<file path="config.mk">
export PLATFORM = sky130hd
export DESIGN_NAME = gnss_binary_log_framer
export DESIGN_NICKNAME = d
export VERILOG_FILES = /design/src/hdl/gbl_pkg.sv /design/src/hdl/gnss_binary_log_framer.sv /design/src/hdl/gbl_in_reg.sv /design/src/hdl/gbl_core.sv /design/src/hdl/gbl_out_reg.sv
export SDC_FILE = /design/constraint.sdc
export NUM_CORES = 1
export LEC_CHECK = 0
export BUFFER_PORTS_ARGS = -buffer_cell sky130_fd_sc_hd__clkbuf_2
export CAP_MARGIN = 0
export CELL_PAD_IN_SITES_DETAIL_PLACEMENT = 1
export CELL_PAD_IN_SITES_GLOBAL_PLACEMENT = 1
export CORE_MARGIN = 3
export CORE_UTILIZATION = 43
export CTS_BUF_LIST = sky130_fd_sc_hd__clkbuf_8
export DETAILED_ROUTE_END_ITERATION = 12
export MAX_ROUTING_LAYER = met4
export PLACE_DENSITY_LB_ADDON = 0.1
export SLEW_MARGIN = 10
export SYNTH_ARGS = -nofsm -noshare
export SYNTH_HDL_FRONTEND = slang
export SYNTH_SLANG_ARGS = --single-unit
</file>
<file path="constraint.sdc">
create_clock -name clk_i -period 8.8 [get_ports clk_i]
set_input_delay 2.2 -clock clk_i [delete_from_list [all_inputs] [get_ports clk_i]]
set_output_delay 2.2 -clock clk_i [all_outputs]
set_load 0.005 [all_outputs]
</file>
<file path="src/hdl/gbl_pkg.sv">
// Package for the GNSS binary log framer: constants, codes and the result beat type.
`default_nettype none
package gbl_pkg;

  localparam int CRC_BYTES          = 4;
  localparam int SHORT_HEADER_BYTES = 12;
  localparam int LONG_MIN_HEADER    = 10;

  localparam logic [15:0] MAX_FRAME_RESET = 16'd4096;

  localparam logic [7:0] SYNC1_BYTE      = 8'hAA;
  localparam logic [7:0] SYNC2_BYTE      = 8'h44;
  localparam logic [7:0] SYNC3_LONG_BYTE = 8'h12;
  localparam logic [7:0] SYNC3_SHRT_BYTE = 8'h13;

  localparam logic [15:0] OFF_HDR_LEN  = 16'd3;
  localparam logic [15:0] OFF_BODY_LO  = 16'd8;
  localparam logic [15:0] OFF_BODY_HI  = 16'd9;

  typedef enum logic [2:0] {
    PH_SYNC1 = 3'd0,
    PH_SYNC2 = 3'd1,
    PH_SYNC3 = 3'd2,
    PH_HEAD  = 3'd3,
    PH_BODY  = 3'd4
  } phase_e;

  typedef enum logic [2:0] {
    KIND_DISCARD = 3'd0,
    KIND_SYNC    = 3'd1,
    KIND_HEADER  = 3'd2,
    KIND_BODY    = 3'd3,
    KIND_CRC     = 3'd4
  } kind_e;

  typedef struct packed {
    logic [7:0]  data_byte;
    logic [15:0] frame_offset;
    kind_e       byte_kind;
    logic        long_form;
    logic        frame_last;
    logic        frame_abort;
  } result_t;

endpackage
`default_nettype wire

</file>
<file path="src/hdl/gnss_binary_log_framer.sv">
// Top level of the GNSS binary log framer.
//
//   channel  dir  handshake              payload
//   in       in   in_valid_i/in_stall_o   rx_byte_i
//   out      out  out_valid_o/out_stall_i data_byte_o, frame_offset_o, byte_kind_o,
//                                         long_form_o, frame_last_o, frame_abort_o
//   cfg      in   cfg_valid_i/cfg_ready_o cfg_data_i (max_frame_bytes)
//
// One beat in, one beat out; a new byte is taken every cycle while the output is not stalled.
// Each byte passes the input register, then the framing step into the result register.
// Reset clears the framing state and sets max_frame_bytes to 4096.
// A stall on the output holds the result register and, in the same cycle, the input register.
`default_nettype none
module gnss_binary_log_framer (
  input  wire logic        clk_i,
  input  wire logic        rst_ni,
  input  wire logic        in_valid_i,
  output logic             in_stall_o,
  input  wire logic [7:0]  rx_byte_i,
  output logic             out_valid_o,
  input  wire logic        out_stall_i,
  output logic [7:0]       data_byte_o,
  output logic [15:0]      frame_offset_o,
  output logic [2:0]       byte_kind_o,
  output logic             long_form_o,
  output logic             frame_last_o,
  output logic             frame_abort_o,
  input  wire logic        cfg_valid_i,
  output logic             cfg_ready_o,
  input  wire logic [15:0] cfg_data_i
);

  logic             res_ready;
  logic             s1_valid;
  logic [7:0]       s1_byte;
  logic             step;
  logic [15:0]      max_frame_q;
  gbl_pkg::result_t step_res;
  gbl_pkg::result_t out_res;

  assign cfg_ready_o = 1'b1;

  always_ff @(posedge clk_i or negedge rst_ni) begin
    if (!rst_ni) begin
      max_frame_q <= gbl_pkg::MAX_FRAME_RESET;
    end else if (cfg_valid_i && cfg_ready_o) begin
      max_frame_q <= cfg_data_i;
    end
  end

  gbl_in_reg u_in_reg (
    .clk_i      (clk_i),
    .rst_ni     (rst_ni),
    .in_valid_i (in_valid_i),
    .rx_byte_i  (rx_byte_i),
    .in_stall_o (in_stall_o),
    .adv_i      (res_ready),
    .s1_valid_o (s1_valid),
    .s1_byte_o  (s1_byte)
  );

  assign step = s1_valid && res_ready;

  gbl_core u_core (
    .clk_i       (clk_i),
    .rst_ni      (rst_ni),
    .step_i      (step),
    .rx_byte_i   (s1_byte),
    .max_frame_i (max_frame_q),
    .res_o       (step_res)
  );

  gbl_out_reg u_out_reg (
    .clk_i       (clk_i),
    .rst_ni      (rst_ni),
    .load_i      (step),
    .res_i       (step_res),
    .ready_o     (res_ready),
    .out_valid_o (out_valid_o),
    .out_stall_i (out_stall_i),
    .res_o       (out_res)
  );

  assign data_byte_o    = out_res.data_byte;
  assign frame_offset_o = out_res.frame_offset;
  assign byte_kind_o    = out_res.byte_kind;
  assign long_form_o    = out_res.long_form;
  assign frame_last_o   = out_res.frame_last;
  assign frame_abort_o  = out_res.frame_abort;

endmodule
`default_nettype wire

</file>
<file path="src/hdl/gbl_in_reg.sv">
// Input register stage: holds one received byte until the framing step takes it.
`default_nettype none
module gbl_in_reg (
  input  wire logic       clk_i,
  input  wire logic       rst_ni,
  input  wire logic       in_valid_i,
  input  wire logic [7:0] rx_byte_i,
  output logic            in_stall_o,
  input  wire logic       adv_i,
  output logic            s1_valid_o,
  output logic [7:0]      s1_byte_o
);

  logic       valid_q, valid_d;
  logic [7:0] byte_q;
  logic       accept;

  assign in_stall_o = valid_q && !adv_i;
  assign accept     = in_valid_i && !in_stall_o;

  always_comb begin
    valid_d = valid_q;
    if (accept) begin
      valid_d = 1'b1;
    end else if (adv_i) begin
      valid_d = 1'b0;
    end
  end

  always_ff @(posedge clk_i or negedge rst_ni) begin
    if (!rst_ni) begin
      valid_q <= 1'b0;
    end else begin
      valid_q <= valid_d;
    end
  end

  always_ff @(posedge clk_i) begin
    if (accept) begin
      byte_q <= rx_byte_i;
    end
  end

  assign s1_valid_o = valid_q;
  assign s1_byte_o  = byte_q;

endmodule
`default_nettype wire

</file>
<file path="src/hdl/gbl_core.sv">
// Framing state machine: tags one byte per step and tracks frame length.
`default_nettype none
module gbl_core (
  input  wire logic        clk_i,
  input  wire logic        rst_ni,
  input  wire logic        step_i,
  input  wire logic [7:0]  rx_byte_i,
  input  wire logic [15:0] max_frame_i,
  output gbl_pkg::result_t res_o
);

  gbl_pkg::phase_e phase_q, phase_d;
  logic [15:0]     count_q, count_d;
  logic [7:0]      hdr_q, hdr_d;
  logic [15:0]     body_q, body_d;
  logic            long_q, long_d;
  logic [16:0]     total_q, total_d;

  logic            clear;
  logic            len_chk;
  logic [16:0]     len_total;
  logic [16:0]     off_ext;
  logic [16:0]     body_end;

  assign off_ext  = {1'b0, count_q};
  assign body_end = {9'b0, hdr_q} + {1'b0, body_q};

  always_comb begin
    phase_d   = phase_q;
    count_d   = count_q;
    hdr_d     = hdr_q;
    body_d    = body_q;
    long_d    = long_q;
    total_d   = total_q;
    clear     = 1'b0;
    len_chk   = 1'b0;
    len_total = '0;

    res_o.data_byte    = rx_byte_i;
    res_o.frame_offset = '0;
    res_o.byte_kind    = gbl_pkg::KIND_DISCARD;
    res_o.long_form    = 1'b0;
    res_o.frame_last   = 1'b0;
    res_o.frame_abort  = 1'b0;

    unique case (phase_q)
      gbl_pkg::PH_SYNC2: begin
        if (rx_byte_i == gbl_pkg::SYNC2_BYTE) begin
          res_o.byte_kind    = gbl_pkg::KIND_SYNC;
          res_o.frame_offset = 16'd1;
          count_d            = 16'd2;
          phase_d            = gbl_pkg::PH_SYNC3;
        end else begin
          res_o.frame_abort = 1'b1;
          clear             = 1'b1;
        end
      end
      gbl_pkg::PH_SYNC3: begin
        if (rx_byte_i == gbl_pkg::SYNC3_LONG_BYTE || rx_byte_i == gbl_pkg::SYNC3_SHRT_BYTE) begin
          long_d             = (rx_byte_i == gbl_pkg::SYNC3_LONG_BYTE);
          res_o.byte_kind    = gbl_pkg::KIND_SYNC;
          res_o.frame_offset = 16'd2;
          res_o.long_form    = long_d;
          count_d            = 16'd3;
          phase_d            = gbl_pkg::PH_HEAD;
        end else begin
          res_o.frame_abort = 1'b1;
          clear             = 1'b1;
        end
      end
      gbl_pkg::PH_HEAD: begin
        res_o.frame_offset = count_q;
        res_o.byte_kind    = gbl_pkg::KIND_HEADER;
        res_o.long_form    = long_q;
        count_d            = count_q + 16'd1;
        if (long_q) begin
          if (count_q == gbl_pkg::OFF_HDR_LEN) begin
            hdr_d = rx_byte_i;
            if (rx_byte_i < 8'(gbl_pkg::LONG_MIN_HEADER)) begin
              res_o.frame_abort = 1'b1;
              clear             = 1'b1;
            end
          end else if (count_q == gbl_pkg::OFF_BODY_LO) begin
            body_d[7:0] = rx_byte_i;
          end else if (count_q == gbl_pkg::OFF_BODY_HI) begin
            body_d[15:8] = rx_byte_i;
            len_chk      = 1'b1;
          end
        end else if (count_q == gbl_pkg::OFF_HDR_LEN) begin
          body_d  = {8'b0, rx_byte_i};
          hdr_d   = 8'(gbl_pkg::SHORT_HEADER_BYTES);
          len_chk = 1'b1;
        end
        if (len_chk) begin
          len_total = {9'b0, hdr_d} + {1'b0, body_d} + 17'(gbl_pkg::CRC_BYTES);
          if (len_total > {1'b0, max_frame_i} || len_total <= off_ext) begin
            res_o.frame_abort = 1'b1;
            clear             = 1'b1;
          end else if (len_total == off_ext + 17'd1) begin
            res_o.frame_last = 1'b1;
            clear            = 1'b1;
          end else begin
            phase_d = gbl_pkg::PH_BODY;
            total_d = len_total;
          end
        end
      end
      gbl_pkg::PH_BODY: begin
        res_o.frame_offset = count_q;
        res_o.long_form    = long_q;
        if (off_ext < {9'b0, hdr_q}) begin
          res_o.byte_kind = gbl_pkg::KIND_HEADER;
        end else if (off_ext < body_end) begin
          res_o.byte_kind = gbl_pkg::KIND_BODY;
        end else begin
          res_o.byte_kind = gbl_pkg::KIND_CRC;
        end
        count_d = count_q + 16'd1;
        if (off_ext + 17'd1 >= total_q) begin
          res_o.frame_last = 1'b1;
          clear            = 1'b1;
        end
      end
      default: begin
        if (rx_byte_i == gbl_pkg::SYNC1_BYTE) begin
          res_o.byte_kind = gbl_pkg::KIND_SYNC;
          count_d         = 16'd1;
          phase_d         = gbl_pkg::PH_SYNC2;
        end else begin
          phase_d = gbl_pkg::PH_SYNC1;
        end
      end
    endcase

    if (clear) begin
      phase_d = gbl_pkg::PH_SYNC1;
      count_d = '0;
      hdr_d   = '0;
      body_d  = '0;
      long_d  = 1'b0;
      total_d = '0;
    end
  end

  always_ff @(posedge clk_i or negedge rst_ni) begin
    if (!rst_ni) begin
      phase_q <= gbl_pkg::PH_SYNC1;
      count_q <= '0;
      hdr_q   <= '0;
      body_q  <= '0;
      long_q  <= 1'b0;
      total_q <= '0;
    end else if (step_i) begin
      phase_q <= phase_d;
      count_q <= count_d;
      hdr_q   <= hdr_d;
      body_q  <= body_d;
      long_q  <= long_d;
      total_q <= total_d;
    end
  end

endmodule
`default_nettype wire

</file>
<file path="src/hdl/gbl_out_reg.sv">
// Result register: holds one tagged beat until the downstream side takes it.
`default_nettype none
module gbl_out_reg (
  input  wire logic             clk_i,
  input  wire logic             rst_ni,
  input  wire logic             load_i,
  input  wire gbl_pkg::result_t res_i,
  output logic                  ready_o,
  output logic                  out_valid_o,
  input  wire logic             out_stall_i,
  output gbl_pkg::result_t      res_o
);

  logic             valid_q, valid_d;
  gbl_pkg::result_t res_q;

  assign ready_o = !valid_q || !out_stall_i;

  always_comb begin
    valid_d = valid_q;
    if (load_i) begin
      valid_d = 1'b1;
    end else if (ready_o) begin
      valid_d = 1'b0;
    end
  end

  always_ff @(posedge clk_i or negedge rst_ni) begin
    if (!rst_ni) begin
      valid_q <= 1'b0;
    end else begin
      valid_q <= valid_d;
    end
  end

  always_ff @(posedge clk_i) begin
    if (load_i) begin
      res_q <= res_i;
    end
  end

  assign out_valid_o = valid_q;
  assign res_o       = res_q;

endmodule
`default_nettype wire

</file>
### After elaboration in Yosys (flattened, before gate mapping)

Index checks and enable logic that the tools add are counted.

* RAM bits: 0
* memories: 0
* latch bits: 0
* bits in registers: 117
* input bits: 29
* bits in read-only memories: 0

* multiplexer cells: 68
* bitwise operators: 0
* magnitude comparators: 6
* reduce and logical (&&, ||, !) cells: 23
* multipliers: 0
* shifts and indexed selects: 0
* add/subtract/negate cells: 5
* eq/ne operators: 20
* divide/modulo/power cells: 0

Operators with widths (count)
* 16-bit 2-to-1 mux: 10
* 16-bit case mux with 3 select lines: 2
* 17-bit 2-to-1 mux: 5
* 8-bit 2-to-1 mux: 9
* 8-bit by 16-bit adder with 17-bit output: 2
* 16-bit by 4-bit == test with 1-bit output, second input constant: 2
* 1-bit 2-to-1 mux: 25
* 3-bit 2-to-1 mux: 8
* 3-bit case mux with 4 select lines: 2
* 16-bit by 1-bit adder with 17-bit output, second input constant: 1
* 17-bit by 3-bit adder with 17-bit output, second input constant: 1
* 17-bit == test: 1
* 17-bit greater-or-equal comparator: 1
* 17-bit by 16-bit > comparator with 1-bit output: 1
* 17-bit by 16-bit less-or-equal comparator with 1-bit output: 1
* 16-bit by 17-bit less-than comparator with 1-bit output: 1
* 16-bit by 1-bit adder with 16-bit output, second input constant: 1
* 16-bit by 2-bit == test with 1-bit output, second input constant: 1
* 8-bit by 5-bit == test with 1-bit output, second input constant: 2
* 16-bit by 8-bit less-than comparator with 1-bit output: 1
* 2-bit nonzero test: 6
* 3-bit by 1-bit inequality test with 1-bit output, second input constant: 3
* 8-bit by 7-bit == test with 1-bit output, second input constant: 1
* 8-bit == test, second input constant: 1
* other kinds (22): 34

### Depth between registers and ports, before layout

* depth in word-level cells: 15
* gate-level depth with buffers: 28
* mapped depth without buffers: 25

### By module

Synthesis repeated with hierarchy kept, for this count alone.

* cells, all modules: 882
* area, all modules: 8569.5 um2

Modules (own cells, without submodules)
* gbl_core: cells an instance 799, area an instance 6666.4 um2, instances 1
* gbl_out_reg: cells an instance 33, area an instance 937.1 um2, instances 1
* gnss_binary_log_framer: cells an instance 37, area an instance 668.1 um2, instances 1
* gbl_in_reg: cells an instance 13, area an instance 297.8 um2, instances 1

### Worst setup path after synthesis

OpenSTA, ideal clock, no wires.

* path type: register to register
* start: register u_core.count_q[6]
* end: register u_core.phase_q[0]
* period minus slack after synthesis: 6.385 ns
* slack: 2.415 ns
* stages on the path, launching flop included: 25
* arrival: 6.275 ns
* path through: dfrtp_1 -> buf_6 -> or4_4 -> nor4_4 -> o21ai_1 -> mux2_2 -> ha_1 -> ha_1 -> o211a_1 -> a221oi_1 -> nor3_1 -> or4_1 -> and4_4 -> ha_1 -> nand3_1 -> nor2_1 -> a31oi_1 -> a32oi_1 -> a21boi_0 -> o211ai_1 -> a21oi_2 -> o31ai_4 -> or2_1 -> buf_2 -> o41ai_1

* cells in the longest elaborated chain, start to end: 15

RTL lines
* start, declared: RTL line gbl_core.sv:13 `logic [15:0] count_q, count_d;`
* start signal, assigned: RTL line gbl_core.sv:155 `count_q <= count_d;`
* 16-bit by 4-bit == test with 1-bit output: RTL line gbl_core.sv:85 `end else if (count_q == gbl_pkg::OFF_BODY_HI) begin`
* 8-bit 2-to-1 mux: RTL line gbl_core.sv:85
* 8-bit 2-to-1 mux: RTL line gbl_core.sv:83 `end else if (count_q == gbl_pkg::OFF_BODY_LO) begin`
* 16-bit 2-to-1 mux: RTL line gbl_core.sv:77 `if (count_q == gbl_pkg::OFF_HDR_LEN) begin`
* 16-bit 2-to-1 mux: RTL line gbl_core.sv:76 `if (long_q) begin`
* 16-bit 2-to-1 mux: RTL line gbl_core.sv:46 `unique case (phase_q)`
* 8-bit by 16-bit adder with 17-bit output: RTL line gbl_core.sv:95 `len_total = {9'b0, hdr_d} + {1'b0, body_d} + 17'(gbl_pkg::CRC_BYTES);`
* 17-bit by 3-bit adder with 17-bit output: RTL line gbl_core.sv:95
* 17-bit by 16-bit > comparator with 1-bit output, or another cell as far along: RTL line gbl_core.sv:96 `if (len_total > {1'b0, max_frame_i} || len_total <= off_ext) begin`
* 1-bit logical OR or 1-bit 2-to-1 mux (tied branches): RTL line gbl_core.sv:96, gbl_core.sv:99
* 1-bit 2-to-1 mux: RTL line gbl_core.sv:96
* 1-bit 2-to-1 mux: RTL line gbl_core.sv:94 `if (len_chk) begin`
* 1-bit case mux with 4 select lines: RTL line gbl_core.sv:46
* 3-bit by 1-bit inequality test with 1-bit output (no source line), or another cell as far along
* 7-bit AND reduction (no source line)
* end signal, assigned: RTL line gbl_core.sv:147 `phase_q <= gbl_pkg::PH_SYNC1;`
* end signal, assigned: RTL line gbl_core.sv:154 `phase_q <= phase_d;`
* end, declared: RTL line gbl_core.sv:12 `gbl_pkg::phase_e phase_q, phase_d;`

Parallel ways exist; a longest one is shown, timed or not. The select of a mux whose other input is x is not followed.
A chain may end at the register's enable or synchronous reset.

### Final worst setup path

* start: register u_core.count_q[4]
* end: register u_core.phase_q[0]

Same word-level chain as after synthesis.

==> results.ini <==
[grt]
grt.total_usage = 0.272
gr-total-overflow = 0
antenna_found_initial = 0
grt_pass1_vias = 7365
grt_pass1_wl_um = 44300
grt_max_degree = 50

[synthesis]
synth_area_leader_cell = dfrtp_1
ys_warn_count = 0
synth_seq_cells = 117
synth.area.top_cells = dfrtp_1 22%, ha_1 14%, edfxtp_1 13%, o21ai_0 3.3%, nand2_1 3.2%
async_reset_ff_frac = 0.675
synth_top_area_frac = 0.225
synth_cells = 920
synth_edf_count = 38
synth.net_count = 1049
yosys_most_used_dff = dfrtp_1
seq_area_frac_synth = 0.360
syn_area_per_cell_um2 = 9.43
synth.distinct_cells = 78
syn_area_um2 = 8680

[power]
peakVddDrop_uv = 112
power_density_nw_per_um2 = 218
p_leak_nw = 4.24

[floorplanning]
io_pins = 62
fp.dieW_um = 148
die_area_um2 = 21900
start_util = 0.441
core_area_um2 = 19700
dieHeight_um = 148
rows = 51

[detailed_routing]
drc = 0
drtAntennaViolNets = 0
vias = 7347
viasPerCell = 5.91
drtPass1Iterations = 5
drtIter0Drc = 446
wl_um = 28200
wl_per_cell_um = 22.7

[clock_tree]
tritoncts = yes
h-tree-depth = 4
cts_root_buffer = clkbuf_8
cts.clk_slew.worst_paths_ns = 0.08
clock_path_buffers = 2
cts_sinks = 117
clock_latency_ns = 0.46
cts_made_buffers = 17
postCtsSetupBuffers = 0

[flow_run]
max_cap_violations = 0

[final_layout]
final_util = 0.489
diodes = 0
layout.nets = 1095
syn_to_final_growth_pct = 10.8
final_cell_mix = 98 x ha_1, 78 x dfrtp_1, 75 x nand2_1
fillers = 2320
final_common_cell = ha_1
layout-drive-gt1-share = 0.134

[timing]
rsz0062_at_grt = no
max-slew-margin-rel = 0.301
tightest_slew_ns = 1.05
max_freq_mhz = 122
finalSetupViolCount = 0
fin_worst_skew_ns = 0.0127
hold_violations = 0
min_period_over_period = 0.932
tns_ns = 0
drv_slew = 0
layout_min_cycle_time_ns = 8.20

[hold_path]
worstHoldStart = u_core.total_q[16]$_DFFE_PN0P_
min_path_cells = 1
holdPathEnd = u_core.total_q[16]$_DFFE_PN0P_
hp-class = flip-flop to flip-flop

[setup_path]
rrSetupSlack_ns = 0.60
rr_endpoint = u_core.phase_q[0]$_DFFE_PN0P_
cp_max_fo = 23
reg2reg_depth = 23
arrival_ns = 8.55
worstSetupEndpointType = flip-flop
cp_data_required_time_ns = 9.15
worst_setup_path_start_kind = flip-flop
r2r_start = u_core.count_q[4]$_DFFE_PN0P_
crit_type = flip-flop to flip-flop

[outcome]
status = finished, final reports clean

[placement]
detailed_place_hpwl_um = 21200
place_congestion = 0.960
io_buffer_count = 60

[cells in the mapped netlist, drive strengths merged, types with 20 or more instances]
cell type  count
nand2         76
xor2          21
a22o          21
o21ai         64
ha            98
nor3          20
a21oi         50
inv           74
edfxtp        38
xnor2         34
nor2          48
nand3         25
a21o          26
dfrtp         78
clkbuf        28
nand4         21
[repair_timing]
item	CTS	global route
hold buffers	0	0
endpoints found under the setup margin	0	37
resized for setup	0	3
[per-layer routing]
metal,share of wire,global-route usage
met1,0.48,0.390
met2,0.45,0.401
met3,0.048,0.0411
met4,0.021,0.0781
met5,0,-
[cell type report]
cell class,instances,area (um^2),area share
clock buffer,17,234,0.0243
clock inverter,15,189,0.0197
inverter,74,278,0.0289
sequential,117,3120,0.324
multi-input combinational,689,5110,0.531
timing repair buffer,67,355,0.0370
tap,265,332,0.0345
[critical path, stage by stage, from the launching register on]
cell      delay, ns
dfrtp_1        0.50
or4_4          0.61
nor4_4         0.57
o21ai_1        0.52
mux2_2         0.45
ha_1           0.31
ha_1           0.25
fa_1           0.44
a211oi_1       0.31
o21ai_1        0.28
nand3_1        0.17
xor2_1         0.08
o22ai_1        0.56
ha_1           0.23
nand4_1        0.08
nor2_1         0.25
a31oi_1        0.14
a32oi_1        0.36
a21boi_0       0.26
o211ai_1       0.19
a21oi_2        0.31
o31ai_4        0.19
or2_2          0.58
o41ai_1        0.42
[cells by family (layout without fill, tap and decap cells)]
| kind of cell | after synthesis | after routing | share of synthesized area |
|---|---|---|---|
| xor gates and xnor gates | 58 | 58 | 0.0650 |
| DFF | 117 | 117 | 0.360 |
| other | 1 | 1 | 0.000432 |
| buffers and inverters | 114 | 173 | 0.0532 |
| and+or+nand+nor | 269 | 269 | 0.164 |
| muxes | 21 | 21 | 0.0254 |
| AOI/OAI and AO/OA | 239 | 239 | 0.185 |
| adders and majority gates | 101 | 101 | 0.147 |
[flip-flops by register name, indices dropped and copies added (netlist names)]
register and cells:
u_out_reg.res_o 30, u_core.total_q 17, max_frame_q 16, u_core.body_q 16, u_core.count_q 16, u_core.hdr_q 8, u_in_reg.s1_byte_o 8, u_core.phase_q 3
u_core.long_q 1, u_in_reg.s1_valid_o 1, u_out_reg.out_valid_o 1
[power by group]
group          internal [mW]  switching [mW]  total (mW)
clock                  0.306           0.255       0.561
combinational          0.310           0.545       0.855
sequential             0.609          0.0707       0.679
total                   1.22           0.871        2.10
[how the worst max path moves through the flow]
stage                                   from                             to
6_report       u_core.count_q[4]$_DFFE_PN0P_  u_core.phase_q[0]$_DFFE_PN0P_
2_1_floorplan  u_core.count_q[6]$_DFFE_PN0P_  u_core.phase_q[0]$_DFFE_PN0P_
3_5_place_dp   u_core.count_q[4]$_DFFE_PN0P_  u_core.phase_q[0]$_DFFE_PN0P_
4_1_cts        u_core.count_q[4]$_DFFE_PN0P_  u_core.phase_q[0]$_DFFE_PN0P_
5_1_grt        u_core.count_q[4]$_DFFE_PN0P_  u_core.total_q[5]$_DFFE_PN0P_
3_3_place_gp   u_core.count_q[4]$_DFFE_PN0P_  u_core.phase_q[0]$_DFFE_PN0P_
[metrics by stage]
step | std cells | instance area [um^2] | setup slack (ns) | power (mW) | hold WS (ns)
floorplan | 920 | 8680 | 2.42 | 1.24 | 0.424
global placement | 1212 | 9180 | 0.635 | 1.51 | 0.470
detailed placement | 1212 | 9180 | 0.453 | 1.52 | 0.471
CTS | 1244 | 9610 | 0.346 | 2.09 | 0.493
global route | 1244 | 9610 | 0.131 | 2.22 | 0.510
finish | 1244 | 9610 | 0.599 | 2.10 | 0.495
(Power assumes the default switching activity.)
